$ cat src/rtl/ogcu_pkg.sv
package ogcu_pkg;

  // default grid limits
  localparam int unsigned MAX_ROWS_DEF = 512;
  localparam int unsigned MAX_COLS_DEF = 512;

  // field widths
  localparam int unsigned COORD_W = 9;
  localparam int unsigned DIM_W   = 10;
  localparam int unsigned CNT_W   = 19;
  localparam int unsigned CIDX_W  = 8;

  // register indexes
  localparam logic [CIDX_W-1:0] CFG_ROW_COUNT = 8'd0;
  localparam logic [CIDX_W-1:0] CFG_COL_COUNT = 8'd1;

  // neighbour order: right, left, down, up
  localparam logic [1:0] NB_RIGHT = 2'd0;
  localparam logic [1:0] NB_LEFT  = 2'd1;
  localparam logic [1:0] NB_DOWN  = 2'd2;
  localparam logic [1:0] NB_UP    = 2'd3;

  // controller to datapath
  typedef struct packed {
    logic clr;
    logic accept;
    logic rd_cell;
    logic mark_already;
    logic init_cell;
    logic rd_nb;
    logic next_nb;
    logic start_find;
    logic rd_cur;
    logic take_root;
    logic step;
    logic wr_a;
    logic wr_b;
    logic done;
  } cmd_t;

  // datapath to controller
  typedef struct packed {
    logic clr_last;
    logic oor;
    logic occ;
    logic nb_valid;
    logic last_nb;
    logic is_root;
    logic phase;
    logic same_root;
  } sts_t;

endpackage

$ cat src/rtl/ogcu_ctrl.sv
module ogcu_ctrl
  import ogcu_pkg::*;
(
  input  logic clk_i,
  input  logic rst_ni,
  input  logic start,
  output logic busy,
  input  sts_t sts_i,
  output cmd_t cmd_o
);

  typedef enum logic [10:0] {
    ST_CLEAR    = 11'b000_0000_0001,
    ST_IDLE     = 11'b000_0000_0010,
    ST_CELL_RD  = 11'b000_0000_0100,
    ST_CELL_CHK = 11'b000_0000_1000,
    ST_NB_SEL   = 11'b000_0001_0000,
    ST_NB_CHK   = 11'b000_0010_0000,
    ST_F_RD     = 11'b000_0100_0000,
    ST_F_CHK    = 11'b000_1000_0000,
    ST_JOIN_A   = 11'b001_0000_0000,
    ST_JOIN_B   = 11'b010_0000_0000,
    ST_DONE     = 11'b100_0000_0000
  } state_e;

  state_e state_q, state_d;

  assign busy = (state_q != ST_IDLE);

  // next state and commands
  always_comb begin
    state_d = state_q;
    cmd_o   = '0;
    case (state_q)
      ST_CLEAR: begin
        cmd_o.clr = 1'b1;
        if (sts_i.clr_last) state_d = ST_IDLE;
      end
      ST_IDLE: begin
        if (start) begin
          cmd_o.accept = 1'b1;
          state_d      = ST_CELL_RD;
        end
      end
      ST_CELL_RD: begin
        if (sts_i.oor) begin
          state_d = ST_DONE;
        end else begin
          cmd_o.rd_cell = 1'b1;
          state_d       = ST_CELL_CHK;
        end
      end
      ST_CELL_CHK: begin
        if (sts_i.occ) begin
          cmd_o.mark_already = 1'b1;
          state_d            = ST_DONE;
        end else begin
          cmd_o.init_cell = 1'b1;
          state_d         = ST_NB_SEL;
        end
      end
      ST_NB_SEL: begin
        if (sts_i.nb_valid) begin
          cmd_o.rd_nb = 1'b1;
          state_d     = ST_NB_CHK;
        end else begin
          cmd_o.next_nb = 1'b1;
          state_d       = sts_i.last_nb ? ST_DONE : ST_NB_SEL;
        end
      end
      ST_NB_CHK: begin
        if (sts_i.occ) begin
          cmd_o.start_find = 1'b1;
          state_d          = ST_F_RD;
        end else begin
          cmd_o.next_nb = 1'b1;
          state_d       = sts_i.last_nb ? ST_DONE : ST_NB_SEL;
        end
      end
      ST_F_RD: begin
        cmd_o.rd_cur = 1'b1;
        state_d      = ST_F_CHK;
      end
      ST_F_CHK: begin
        if (sts_i.is_root) begin
          cmd_o.take_root = 1'b1;
          state_d         = sts_i.phase ? ST_JOIN_A : ST_F_RD;
        end else begin
          cmd_o.step = 1'b1;
          state_d    = ST_F_RD;
        end
      end
      ST_JOIN_A: begin
        if (sts_i.same_root) begin
          cmd_o.next_nb = 1'b1;
          state_d       = sts_i.last_nb ? ST_DONE : ST_NB_SEL;
        end else begin
          cmd_o.wr_a = 1'b1;
          state_d    = ST_JOIN_B;
        end
      end
      ST_JOIN_B: begin
        cmd_o.wr_b    = 1'b1;
        cmd_o.next_nb = 1'b1;
        state_d       = sts_i.last_nb ? ST_DONE : ST_NB_SEL;
      end
      ST_DONE: begin
        cmd_o.done = 1'b1;
        state_d    = ST_IDLE;
      end
      default: state_d = ST_CLEAR;
    endcase
  end

  // state register
  always_ff @(posedge clk_i or negedge rst_ni) begin
    if (!rst_ni) begin
      state_q <= ST_CLEAR;
    end else begin
      state_q <= state_d;
    end
  end

endmodule

$ cat config.mk
export PLATFORM = sky130hd
export DESIGN_NAME = ogcu_ctrl
export DESIGN_NICKNAME = d
export VERILOG_FILES = /design/src/rtl/ogcu_pkg.sv /design/src/rtl/ogcu_ctrl.sv
export SDC_FILE = /design/constraint.sdc
export NUM_CORES = 1
export LEC_CHECK = 0
export BUFFER_PORTS_ARGS = -buffer_cell sky130_fd_sc_hd__buf_4
export CAP_MARGIN = 10
export CORE_MARGIN = 2
export CORE_UTILIZATION = 43
export CTS_CLUSTER_DIAMETER = 100
export DETAILED_ROUTE_END_ITERATION = 6
export HOLD_SLACK_MARGIN = 0.02
export PLACE_DENSITY = 0.72
export SLEW_MARGIN = 40
export SYNTH_ARGS = -nofsm -noshare
export SYNTH_HDL_FRONTEND = slang
export SYNTH_SLANG_ARGS = --single-unit
$ cat constraint.sdc
create_clock -name clk_i -period 1.74 [get_ports clk_i]
set_input_delay 0.348 -clock clk_i [delete_from_list [all_inputs] [get_ports clk_i]]
set_output_delay 0.348 -clock clk_i [all_outputs]
set_load 0.05 [all_outputs]
==> impl_results.md <==
* Status: finished, violations left
* Failing checks: setup timing
* FF+latch count, synth at 11
* Max Clock Freq at 0.4668 GHz
* Post-synth EDFFs at 0
* Multiplexer area fraction after synthesis at 0%
* Total GRT Usage at between 20 and 30%
* Final setup violation count at 18
* Die width at between 40 and 50 um
* Clock Latency Late Sink at about 0.28 ns
* Die area at 0.002083 mm2
* Number of CTS-inserted buffers at 3
* TritonRoute pass-1 iters at 4
* Synth Flop Type: dfrtp_1
* WL final at 2609 um
* Routed wl met2 at 1280 um
* Count of pins over their slew limit at 0
* Syn. warnings at 0
* P per Cell Area at ~900 mW/mm2
* Root buf cell: clkbuf_4
* Nets@finish at approximately 160
* Clock Sinks at 11
* Startpoint Class: register
* GP Congestion at between 0.8 and 0.9
* CP Cell Sequence: nor3_4 -> nand3_2 -> or4_4 -> nor2_4 -> buf_6
* Leakage Power at around 0.7 nW
* IO Pins at 26
* Clk slew on worst S/H paths at 0.07 ns
* Die height at 45.65 um
* Worst Path Required at approximately 1.4 ns
* Initial antenna violation count at 0
* DR vias/cell at between 5 and 6
* Commonest non-fill, non-tap cell in the layout: buf_4
* Drt wl/cell at ~16 um
* # diodes at 0
* Final setup margin at -0.4024 ns
* Worst slew pin tran at a little under 0.3 ns
* DRC at 0
* First-pass GRT wire length at 3857 um
* Power, Total at ~1.4 mW
* Area growth syn-to-layout at 106.2%
* Critical-path maximum fanout at 3
* CP Capture Type: output pin
* Post-route ant nets at 0
* Async S/R FF share, synth at 100.0%
* Largest net degree at the start of global routing at 12
* Core footprint at about 0.0017 mm2
* Top Registers: state_q (11)
* Share of layout cells above drive strength 1 at around 64%
* I/O Buffers at 25
* DR WL met3 at roughly 92 um
* Largest family of logic cells by synthesized area: simple AND/OR/NAND/NOR gates
* Syn Nets at 95
* Hold slack at 0.2493 ns
* Post-Synth Simple-Gate Area at ~43%
* CTS tree: built
* Htree depth at 1
* Worst VDD drop at a little under 0.7 mV
* XOR/XNOR Fraction of Synth Area at 0%
* Slew headroom at between 80% and 90%
* FP Rows at 15
* Hold Path Class: in -> reg
* Worst endpoint data arrival time at between 1.5 and 2 ns
* Unrepaired setup endpoints after global routing: true
* Hold Path Depth at 2
* Post-Syn Area per Cell at 8.878 um2
* CP max stage cell: or4_4
* Tcrit/Tclk final at 123.1%
* Initial Util at about 45%
* Max-cap violations at 0
* Kind of critical path: reg -> out
* GRT overflow at 0
* Compound-gate portion of the synthesized area at between 10% and 20%
* Detailed Place HPWL at approximately 1700 um
* Hold Vio Cnt, Final at 0
* Cell variety after synth at 38
* DR top layer: met4
* Vias in the first global route at 900
* Met1 wire length at 1199 um
* Reg with most FFs: state_q
* Cell area after synthesis at between 700 and 800 um2
* CP max stage delay at 0.49 ns
* Fin crit period at about 2.1 ns
* Skew final at 0.0008436 ns
* Worst r2r path cells at 5
* Vias at a little under 900
* Sequential area share after synthesis at a little under two fifths
* Adder-cell share of the synthesized area at under 10%
* Most frequent cells in the layout: buf_4 (38), buf_6 (15), dfrtp_1 (9), nor2_4 (6)
* Initial DRC Count at 14
* Max FFs per register at 11
* Worst-case clock buffer depth at 2
* Synth Instances at between 80 and 90
per-stage QoR:
stage	TNS [ns]	cell area, um2	worst slack, ns	std cells	utilization [%]
global placement	-0.5765	1275	-0.09799	149	76.33
CTS	-4.421	1469	-0.4122	160	87.94
detailed placement	-0.8574	1275	-0.1421	149	76.33
finish	-4.673	1538	-0.4024	163	92.06
global route	-6.083	1538	-0.4839	163	92.06
floorplan	-3.535	897.1	-0.5620	84	-
where the power goes:
part	switching [mW]	internal, mW
registers	0.0247	0.294
clock network	0.0964	0.0891
logic	0.460	0.425
total	0.581	0.808
area by class of cell:
class,count,area (um2)
fill,61,132.6
timing repair buffer,59,544.3
inverter,4,15.01
clock buffer,4,26.28
multi-input combinational,68,653.1
sequential,11,277.8
tap,17,21.27
synth_stat cells (2+ instances only):
cell,number,area share (%)
a21o_1,2,2.0
a21oi_1,3,2.0
dfrtp_1,10,34
inv_1,4,2.0
nand2_1,7,3.5
nand2b_1,2,1.7
nor2_1,9,4.5
nor2b_1,6,5.0
nor3_1,2,1.3
nor3b_1,4,4.0
nor4_1,5,4.2
o21ai_0,3,2.0
or4_4,2,3.0
per-layer routing:
layer / GRT usage [%] / vias to the layer above
met5: 0 / -
met4: 11.18 / 0
met3: 5.952 / 5
met2: 45.92 / 20
met1: 32.01 / 427
li1: - / 438
path summary, 6_finish.rpt:
| check | from | to | slack (ns) |
|---|---|---|---|
| max in group asynchronous | rst_ni | state_q[0] | 1.08 |
| min in group asynchronous | rst_ni | state_q[1] | 0.44 |
| hold / removal | sts_i[6] | state_q[3] | 0.25 |
| setup / recovery | state_q[2] | cmd_o[3] | -0.40 |
| hold reg to reg | state_q[5] | state_q[5] | 0.70 |
| setup reg to reg | state_q[8] | state_q[0] | -0.19 |
repair_timing:
item                                    in CTS  in global routing
resized for setup                           31                  9
setup buffers                                6                  6
endpoints found under the hold margin       10                  0
endpoints found under the setup margin      16                 17
hold buffers                                 1                  0
pin swaps                                    9                  6
worst max-delay path: cells and delay by family (launching register included):
family / cells / cell delay [ns]
simple gates: 4 / 0.92
flops: 1 / 0.43
buf+inv: 1 / 0.16
logic make-up after synthesis:
logic type	after synthesis
AOI/OAI and AO/OA	16
adders and majority gates	1
buffers and inverters	5
DFF	11
and+or+nand+nor	51
No activity file was read; power rests on OpenSTA's default activity.
